`src/rtl/dfhe_pkg.sv`:
```
`default_nettype none
package dfhe_pkg;

  localparam int LEN_CODES   = 29;
  localparam int DIST_CODES  = 30;
  localparam int GROUP_W     = 31;
  localparam int COUNT_W     = 5;

  localparam logic [1:0] OP_LITERAL = 2'd0;
  localparam logic [1:0] OP_MATCH   = 2'd1;
  localparam logic [1:0] OP_EOB     = 2'd2;
  localparam logic [1:0] OP_HEADER  = 2'd3;

  localparam logic [8:0]  LEN_MIN  = 9'd3;
  localparam logic [8:0]  LEN_MAX  = 9'd258;
  localparam logic [15:0] DIST_MAX = 16'd32768;

  typedef enum logic [2:0] {
    KIND_LIT,
    KIND_MATCH,
    KIND_EOB,
    KIND_HDR,
    KIND_BAD
  } kind_t;

  // Classified token handed from the front end to the back end.
  typedef struct packed {
    kind_t       kind;
    logic [7:0]  lit;
    logic        fin;
    logic [4:0]  len_idx;
    logic [4:0]  len_ext;
    logic [4:0]  dist_idx;
    logic [12:0] dist_ext;
  } token_t;

  function automatic logic [8:0] len_base(input logic [4:0] idx);
    logic [8:0] r;
    case (idx)
      5'd0:  r = 9'd3;
      5'd1:  r = 9'd4;
      5'd2:  r = 9'd5;
      5'd3:  r = 9'd6;
      5'd4:  r = 9'd7;
      5'd5:  r = 9'd8;
      5'd6:  r = 9'd9;
      5'd7:  r = 9'd10;
      5'd8:  r = 9'd11;
      5'd9:  r = 9'd13;
      5'd10: r = 9'd15;
      5'd11: r = 9'd17;
      5'd12: r = 9'd19;
      5'd13: r = 9'd23;
      5'd14: r = 9'd27;
      5'd15: r = 9'd31;
      5'd16: r = 9'd35;
      5'd17: r = 9'd43;
      5'd18: r = 9'd51;
      5'd19: r = 9'd59;
      5'd20: r = 9'd67;
      5'd21: r = 9'd83;
      5'd22: r = 9'd99;
      5'd23: r = 9'd115;
      5'd24: r = 9'd131;
      5'd25: r = 9'd163;
      5'd26: r = 9'd195;
      5'd27: r = 9'd227;
      5'd28: r = 9'd258;
      default: r = 9'd511;
    endcase
    return r;
  endfunction

  function automatic logic [2:0] len_extra(input logic [4:0] idx);
    logic [2:0] r;
    if (idx < 5'd8 || idx == 5'd28) begin
      r = 3'd0;
    end else begin
      r = 3'(idx[4:2] - 3'd1);
    end
    return r;
  endfunction

  function automatic logic [15:0] dist_base(input logic [4:0] idx);
    logic [15:0] r;
    case (idx)
      5'd0:  r = 16'd1;
      5'd1:  r = 16'd2;
      5'd2:  r = 16'd3;
      5'd3:  r = 16'd4;
      5'd4:  r = 16'd5;
      5'd5:  r = 16'd7;
      5'd6:  r = 16'd9;
      5'd7:  r = 16'd13;
      5'd8:  r = 16'd17;
      5'd9:  r = 16'd25;
      5'd10: r = 16'd33;
      5'd11: r = 16'd49;
      5'd12: r = 16'd65;
      5'd13: r = 16'd97;
      5'd14: r = 16'd129;
      5'd15: r = 16'd193;
      5'd16: r = 16'd257;
      5'd17: r = 16'd385;
      5'd18: r = 16'd513;
      5'd19: r = 16'd769;
      5'd20: r = 16'd1025;
      5'd21: r = 16'd1537;
      5'd22: r = 16'd2049;
      5'd23: r = 16'd3073;
      5'd24: r = 16'd4097;
      5'd25: r = 16'd6145;
      5'd26: r = 16'd8193;
      5'd27: r = 16'd12289;
      5'd28: r = 16'd16385;
      5'd29: r = 16'd24577;
      default: r = 16'hFFFF;
    endcase
    return r;
  endfunction

  function automatic logic [3:0] dist_extra(input logic [4:0] idx);
    logic [3:0] r;
    if (idx < 5'd4) begin
      r = 4'd0;
    end else begin
      r = 4'(idx[4:1] - 4'd1);
    end
    return r;
  endfunction

endpackage
`default_nettype wire

```
`src/rtl/dfhe_front.sv`:
```
`default_nettype none
module dfhe_front (
  input  wire logic [1:0]   opcode,
  input  wire logic [7:0]   literal_byte,
  input  wire logic [8:0]   match_length,
  input  wire logic [15:0]  match_distance,
  input  wire logic         final_block,
  output dfhe_pkg::token_t  tok
);

  logic [4:0]  li;
  logic [4:0]  di;
  logic        bad;
  logic [8:0]  len_off;
  logic [15:0] dist_off;

  // Find the highest code whose base does not exceed the value.
  always_comb begin
    li = 5'd0;
    for (int i = 1; i < dfhe_pkg::LEN_CODES; i++) begin
      if (match_length >= dfhe_pkg::len_base(5'(i))) li = 5'(i);
    end
    di = 5'd0;
    for (int i = 1; i < dfhe_pkg::DIST_CODES; i++) begin
      if (match_distance >= dfhe_pkg::dist_base(5'(i))) di = 5'(i);
    end
  end

  assign bad = (match_length < dfhe_pkg::LEN_MIN) || (match_length > dfhe_pkg::LEN_MAX) ||
               (match_distance == 16'd0) || (match_distance > dfhe_pkg::DIST_MAX);
  assign len_off  = match_length - dfhe_pkg::len_base(li);
  assign dist_off = match_distance - dfhe_pkg::dist_base(di);

  always_comb begin
    tok.lit      = literal_byte;
    tok.fin      = final_block;
    tok.len_idx  = li;
    tok.len_ext  = len_off[4:0];
    tok.dist_idx = di;
    tok.dist_ext = dist_off[12:0];
    case (opcode)
      dfhe_pkg::OP_LITERAL: tok.kind = dfhe_pkg::KIND_LIT;
      dfhe_pkg::OP_MATCH:   tok.kind = bad ? dfhe_pkg::KIND_BAD : dfhe_pkg::KIND_MATCH;
      dfhe_pkg::OP_EOB:     tok.kind = dfhe_pkg::KIND_EOB;
      dfhe_pkg::OP_HEADER:  tok.kind = dfhe_pkg::KIND_HDR;
      default:              tok.kind = dfhe_pkg::KIND_BAD;
    endcase
  end

endmodule
`default_nettype wire

```
`src/rtl/dfhe_queue.sv`:
```
`default_nettype none
module dfhe_queue (
  input  wire logic              clk,
  input  wire logic              rst_n,
  input  wire logic              push,
  input  wire dfhe_pkg::token_t  push_tok,
  output logic                   not_full,
  input  wire logic              pop,
  output logic                   not_empty,
  output dfhe_pkg::token_t       head_tok
);

  dfhe_pkg::token_t slot_r [2];
  logic       wr_ptr_r, wr_ptr_nxt;
  logic       rd_ptr_r, rd_ptr_nxt;
  logic [1:0] cnt_r, cnt_nxt;

  assign not_full  = (cnt_r != 2'd2);
  assign not_empty = (cnt_r != 2'd0);
  assign head_tok  = slot_r[rd_ptr_r];

  always_comb begin
    wr_ptr_nxt = push ? ~wr_ptr_r : wr_ptr_r;
    rd_ptr_nxt = pop  ? ~rd_ptr_r : rd_ptr_r;
    cnt_nxt    = 2'(cnt_r + {1'b0, push} - {1'b0, pop});
  end

  always_ff @(posedge clk) begin
    if (!rst_n) begin
      wr_ptr_r <= 1'b0;
      rd_ptr_r <= 1'b0;
      cnt_r    <= 2'd0;
    end else begin
      wr_ptr_r <= wr_ptr_nxt;
      rd_ptr_r <= rd_ptr_nxt;
      cnt_r    <= cnt_nxt;
    end
  end

  always_ff @(posedge clk) begin
    if (push) slot_r[wr_ptr_r] <= push_tok;
  end

endmodule
`default_nettype wire

```
`src/rtl/dfhe_back.sv`:
```
`default_nettype none
module dfhe_back (
  input  wire logic              clk,
  input  wire logic              rst_n,
  input  wire logic              tok_valid,
  input  wire dfhe_pkg::token_t  tok,
  output logic                   tok_pop,
  output logic                   out_valid,
  input  wire logic              out_ready,
  output logic [30:0]            out_bit_group,
  output logic [4:0]             out_bit_count,
  output logic                   out_bad_input
);

  logic        valid_r, valid_nxt;
  logic [30:0] group_r, group_nxt;
  logic [4:0]  count_r, count_nxt;
  logic        bad_r, bad_nxt;

  logic [8:0]  code;
  logic [3:0]  code_len;
  logic [8:0]  code_rev;
  logic [4:0]  dist_rev;
  logic [2:0]  len_ne;
  logic [3:0]  dist_ne;
  logic [4:0]  sh_len;
  logic [4:0]  sh_dist;
  logic [4:0]  sh_dext;

  // Pick the fixed literal/length code for the head token.
  always_comb begin
    case (tok.kind)
      dfhe_pkg::KIND_LIT: begin
        if (tok.lit < 8'd144) begin
          code     = 9'(9'd48 + {1'b0, tok.lit});
          code_len = 4'd8;
        end else begin
          code     = {1'b1, tok.lit};
          code_len = 4'd9;
        end
      end
      dfhe_pkg::KIND_MATCH: begin
        if (tok.len_idx < 5'd23) begin
          code     = 9'(tok.len_idx + 5'd1);
          code_len = 4'd7;
        end else begin
          code     = 9'({4'd0, tok.len_idx} + 9'd169);
          code_len = 4'd8;
        end
      end
      default: begin
        code     = 9'd0;
        code_len = 4'd7;
      end
    endcase
  end

  // Huffman codes go out MSB first: reverse, then right-align.
  always_comb begin
    for (int j = 0; j < 9; j++) code_rev[j] = code[8 - j];
    code_rev = code_rev >> (4'd9 - code_len);
    for (int j = 0; j < 5; j++) dist_rev[j] = tok.dist_idx[4 - j];
  end

  assign len_ne  = dfhe_pkg::len_extra(tok.len_idx);
  assign dist_ne = dfhe_pkg::dist_extra(tok.dist_idx);
  assign sh_len  = {1'b0, code_len};
  assign sh_dist = 5'(sh_len + {2'b0, len_ne});
  assign sh_dext = 5'(sh_dist + 5'd5);

  always_comb begin
    bad_nxt = 1'b0;
    case (tok.kind)
      dfhe_pkg::KIND_LIT: begin
        group_nxt = {22'd0, code_rev};
        count_nxt = sh_len;
      end
      dfhe_pkg::KIND_MATCH: begin
        group_nxt = {22'd0, code_rev}
                  | ({26'd0, tok.len_ext} << sh_len)
                  | ({26'd0, dist_rev} << sh_dist)
                  | ({18'd0, tok.dist_ext} << sh_dext);
        count_nxt = 5'(sh_dext + {1'b0, dist_ne});
      end
      dfhe_pkg::KIND_EOB: begin
        group_nxt = 31'd0;
        count_nxt = 5'd7;
      end
      dfhe_pkg::KIND_HDR: begin
        group_nxt = {29'd0, 1'b1, tok.fin};
        count_nxt = 5'd3;
      end
      default: begin
        group_nxt = 31'd0;
        count_nxt = 5'd0;
        bad_nxt   = 1'b1;
      end
    endcase
  end

  assign tok_pop = tok_valid && (!valid_r || out_ready);

  always_comb begin
    if (tok_pop) begin
      valid_nxt = 1'b1;
    end else if (out_ready) begin
      valid_nxt = 1'b0;
    end else begin
      valid_nxt = valid_r;
    end
  end

  always_ff @(posedge clk) begin
    if (!rst_n) begin
      valid_r <= 1'b0;
    end else begin
      valid_r <= valid_nxt;
    end
  end

  always_ff @(posedge clk) begin
    if (tok_pop) begin
      group_r <= group_nxt;
      count_r <= count_nxt;
      bad_r   <= bad_nxt;
    end
  end

  assign out_valid     = valid_r;
  assign out_bit_group = group_r;
  assign out_bit_count = count_r;
  assign out_bad_input = bad_r;

endmodule
`default_nettype wire

```
`src/rtl/deflate_fixed_huffman_symbol_encoder_unit.sv`:
```
// Fixed-Huffman token encoder for DEFLATE block type 1.
// Input channel (in_valid/in_ready): one token per transfer - literal byte,
// length/distance match, end of block or block header (BFINAL + BTYPE 01).
// Output channel (out_valid/out_ready): one result per token, in order:
// out_bit_group holds the bits to append with bit 0 sent first,
// out_bit_count the number of valid bits (0..31), out_bad_input flags a
// match whose length or distance is out of range (then no bits are given).
// A transferred token is written into the queue and from there registered
// in the output register when nothing is waiting ahead of it.
// Throughput: one token per cycle while out_ready is high; the front end
// classifies the token (length/distance code search) in the cycle of its
// transfer, the back end builds the bit group and registers it.
// A two-entry queue sits between them. When the receiver stalls, the output
// register holds its result, the queue fills, and in_ready drops once both
// entries are taken; it rises again as soon as one result transfers.
// Reset (rst_n low at a clock edge) empties the queue and drops out_valid.
`default_nettype none
module deflate_fixed_huffman_symbol_encoder_unit (
  input  wire logic        clk,
  input  wire logic        rst_n,
  input  wire logic        in_valid,
  output logic             in_ready,
  input  wire logic [1:0]  in_opcode,
  input  wire logic [7:0]  in_literal_byte,
  input  wire logic [8:0]  in_match_length,
  input  wire logic [15:0] in_match_distance,
  input  wire logic        in_final_block,
  output logic             out_valid,
  input  wire logic        out_ready,
  output logic [30:0]      out_bit_group,
  output logic [4:0]       out_bit_count,
  output logic             out_bad_input
);

  dfhe_pkg::token_t in_tok;
  dfhe_pkg::token_t head_tok;
  logic             q_not_full;
  logic             q_not_empty;
  logic             q_pop;
  logic             q_push;

  // Classify the incoming token.
  dfhe_front u_front (
    .opcode         (in_opcode),
    .literal_byte   (in_literal_byte),
    .match_length   (in_match_length),
    .match_distance (in_match_distance),
    .final_block    (in_final_block),
    .tok            (in_tok)
  );

  assign in_ready = q_not_full;
  assign q_push   = in_valid && q_not_full;

  // Decouple front and back so each can stall on its own.
  dfhe_queue u_queue (
    .clk       (clk),
    .rst_n     (rst_n),
    .push      (q_push),
    .push_tok  (in_tok),
    .not_full  (q_not_full),
    .pop       (q_pop),
    .not_empty (q_not_empty),
    .head_tok  (head_tok)
  );

  // Build the bit group and hold it until the receiver takes it.
  dfhe_back u_back (
    .clk           (clk),
    .rst_n         (rst_n),
    .tok_valid     (q_not_empty),
    .tok           (head_tok),
    .tok_pop       (q_pop),
    .out_valid     (out_valid),
    .out_ready     (out_ready),
    .out_bit_group (out_bit_group),
    .out_bit_count (out_bit_count),
    .out_bad_input (out_bad_input)
  );

endmodule
`default_nettype wire
```
`config.mk`:
```
export PLATFORM = sky130hd
export DESIGN_NAME = deflate_fixed_huffman_symbol_encoder_unit
export DESIGN_NICKNAME = d
export VERILOG_FILES = /design/src/rtl/dfhe_pkg.sv /design/src/rtl/dfhe_front.sv /design/src/rtl/dfhe_queue.sv /design/src/rtl/dfhe_back.sv /design/src/rtl/deflate_fixed_huffman_symbol_encoder_unit.sv
export SDC_FILE = /design/constraint.sdc
export NUM_CORES = 1
export LEC_CHECK = 0
export ABC_AREA = 1
export BUFFER_PORTS_ARGS = -buffer_cell sky130_fd_sc_hd__buf_2
export CELL_PAD_IN_SITES_DETAIL_PLACEMENT = 2
export CELL_PAD_IN_SITES_GLOBAL_PLACEMENT = 2
export CORE_UTILIZATION = 35
export DETAILED_ROUTE_END_ITERATION = 8
export GPL_TIMING_DRIVEN = 0
export PLACE_DENSITY = 0.85
export SYNTH_ARGS = -nofsm -noshare
export SYNTH_HDL_FRONTEND = slang
export SYNTH_SLANG_ARGS = --single-unit
```
`constraint.sdc`:
```
create_clock -name clk -period 6.4 [get_ports clk]
set_input_delay 0.64 -clock clk [delete_from_list [all_inputs] [get_ports clk]]
set_output_delay 0.64 -clock clk [all_outputs]
set_load 0.005 [all_outputs]
```
==> out/metrics.cfg <==
[synth]
netlist_area_um2 = 8960
synth_flop_cell = edfxtp_1
synth_edf_count = 117
synth_cell_types = 56
synth-seq-cells = 123
netlist_instances = 1188
syn_nets = 1269
synthArstFlopShare_pct = 0
avgSynthCellArea_um2 = 7.54
synth.area.top_cells = edfxtp_1, nand2_1, o21ai_0
ys_seq_area_share_pct = 40.5
yosysWarnings = 0
synth_area_leader_cell = edfxtp_1
netlist.area_leader.share_pct = 39.2

[grt]
grt_pass1_vias = 9665
grt_start_max_net_pins = 33
track_usage_pct = 26.9
grt.overflow.total = 0
antenna_found_initial = 0
grt_first_pass_wirelength_mm = 53.8

[worst_setup_path]
cp-end-kind = register
start_kind = register
critPathMaxFanout = 10
worst-setup-path-type = register to register
worstPathArrival_ps = 6230
cp_data_required_time_ps = 6550

[sta]
finalHoldViolCount = 0
finalCritPeriodShare_pct = 95.0
finalClockSkew_ps = 10.2
tightest_slew_ps = 832
finalCriticalPeriod_ps = 6080
rsz0062_at_grt = no
maxSlewViolCount = 0
slew_headroom_pct = 44.0
setup_viol = 0
fmax_mhz = 165

[die]
num_rows = 58
die_h_um = 162
ioPinCount = 79
die_w_um = 162
die_area_um2 = 26200
core-area_um2 = 25200
initial_core_util_pct = 35.6

[layout]
mostFrequentLayoutCell = nand2_1
diodes = 0
layout_common_cells = nand2_1, inv_1, edfxtp_1, o21ai_0, nor2_1
n_fill_cell = 2907
synthToLayoutAreaGrowth_pct = 18.7
fin_area_um2 = 10600
drive_gt1_share_pct = 14.3
fin_nets = 1372

[clocking]
worstSkewPairLatency_ps = 450
path_clk_slew_ps = 60
cts_made_buffers = 17
cts_root_buf = clkbuf_16
cts_buffer_depth = 2
cts_tree = done
htreeDepth = 4
numClockSinks = 123

[routing]
wl_per_cell_um = 20.9
wl_met3_um = 920
avgViaCountPerCell = 5.41
initialDrtViolationCount = 457
vias = 8841
routed_wl_mm = 34.1
wirelength_met1_mm = 14.3
drc = 0
postRouteAntennaNets = 0
dr.pass1.iters = 6
wl_met2_mm = 17.4
top_layer = met4

[outcome]
status = completed

[placed_design]
dp_hpwl_mm = 25.6
io_buffers = 77
place_area_um2 = 9850
gp_congestion = 0.923

[worst_hold_path]
hp-class = input port to register

[run]
cap_violations = 0

## critical path, cell delays in order, from the launching register on
cell and delay, ps:
dfxtp_1 450, buf_2 310, buf_4 280, buf_2 290, mux2i_2 390, ha_1 260, nand2_1 80, nand2_1 180
nor2_4 110, nor2_4 240, clkinvlp_4 250, ha_1 260, inv_1 80, fa_2 520, clkinvlp_4 200, ha_2 360
inv_1 160, clkbuf_2 240, o21ai_0 200, o21ai_0 340, nor2_1 120, a32oi_1 310, o21ai_0 160
## registers in the layout, summed over array words and instances, names as in the netlist, named ones only
register and flops:
u_queue.slot_r 80, u_queue.wr_ptr_r 1, u_queue.cnt_r 2, u_back.out_bad_input 1, u_queue.rd_ptr_r 1, u_back.out_bit_count 5, u_back.out_valid 1, u_back.out_bit_group 31
## synth_stat cells (all sizes together), types with 14 or more instances
library cell and number:
nand2 315, inv 152, nor2 122, o21ai 118, edfxtp 117, nand3 63, a21oi 60, ha 37
clkbuf 23, buf 17, nor3 17, or2 15, xor2 15, a31oi 14
## final cells by class
cell class | instances | area, um^2 | share of cell area, %
Buffer | 40 | 185 | 1.74
Clock buffer | 19 | 433 | 4.07
Clock inverter | 13 | 215 | 2.02
Inverter | 154 | 586 | 5.50
Multi-Input combinational cell | 871 | 4700 | 44.2
Sequential cell | 123 | 3630 | 34.2
Tap cell | 330 | 413 | 3.88
Timing Repair Buffer | 84 | 475 | 4.47
## kinds of logic after synthesis
| kind of cell | Yosys count | synth area share (%) |
|---|---|---|
| and+or+nand+nor | 544 | 25.1 |
| DFF | 123 | 40.5 |
| adders and majority gates | 41 | 6.06 |
| xor gates and xnor gates | 22 | 2.23 |
| buffers and inverters | 194 | 8.43 |
| muxes | 13 | 1.45 |
| AOI/OAI and AO/OA | 251 | 16.2 |
## routing by layer
metal | GRT usage (%) | vias up
met5 | 0 | -
met4 | 13.7 | 0
met3 | 3.45 | 86
met2 | 48.0 | 188
met1 | 31.5 | 4362
li1 | - | 4205
## stage by stage
stage | setup slack, ps | instances | util [%] | hold slack [ps] | setup TNS (ps)
after detailed placement | -1350 | 1598 | 39.1 | 461 | -32980
after global placement | -912 | 1595 | 38.8 | 436 | -18340
after global routing | 43.4 | 1634 | 42.2 | 380 | 0
after floorplan | 814 | 1188 | - | 425 | 0
final | 322 | 1634 | 42.2 | 382 | 0
after CTS | 24.3 | 1631 | 41.9 | 373 | 0
## repair_timing
item / 4_1_cts / 5_1_grt
cloned: 0 / 0
pin swaps: 1 / 2
hold buffers: 0 / 0
buffers inserted: 1 / 3
resized for setup: 11 / 28
endpoints found under the setup margin: 36 / 34
## worst paths after layout
check | startpoint | to | slack [ps] | cells past startpoint
min | in_literal_byte[5] | u_queue.slot_r[1][34]$_DFFE_PP_ | 380 | 1
max | register | u_back.out_bit_group[4]$_DFFE_PP_ | 320 | 22
min reg2reg | u_queue.rd_ptr_r$_SDFFE_PN0P_ | u_queue.rd_ptr_r$_SDFFE_PN0P_ | 470 | 1
max reg2reg | register | u_back.out_bit_group[4]$_DFFE_PP_ | 320 | 22
Power is left out: the tool's default activity adds up to more than one toggle a clock period on the data nets, which glitch-free logic cannot reach.
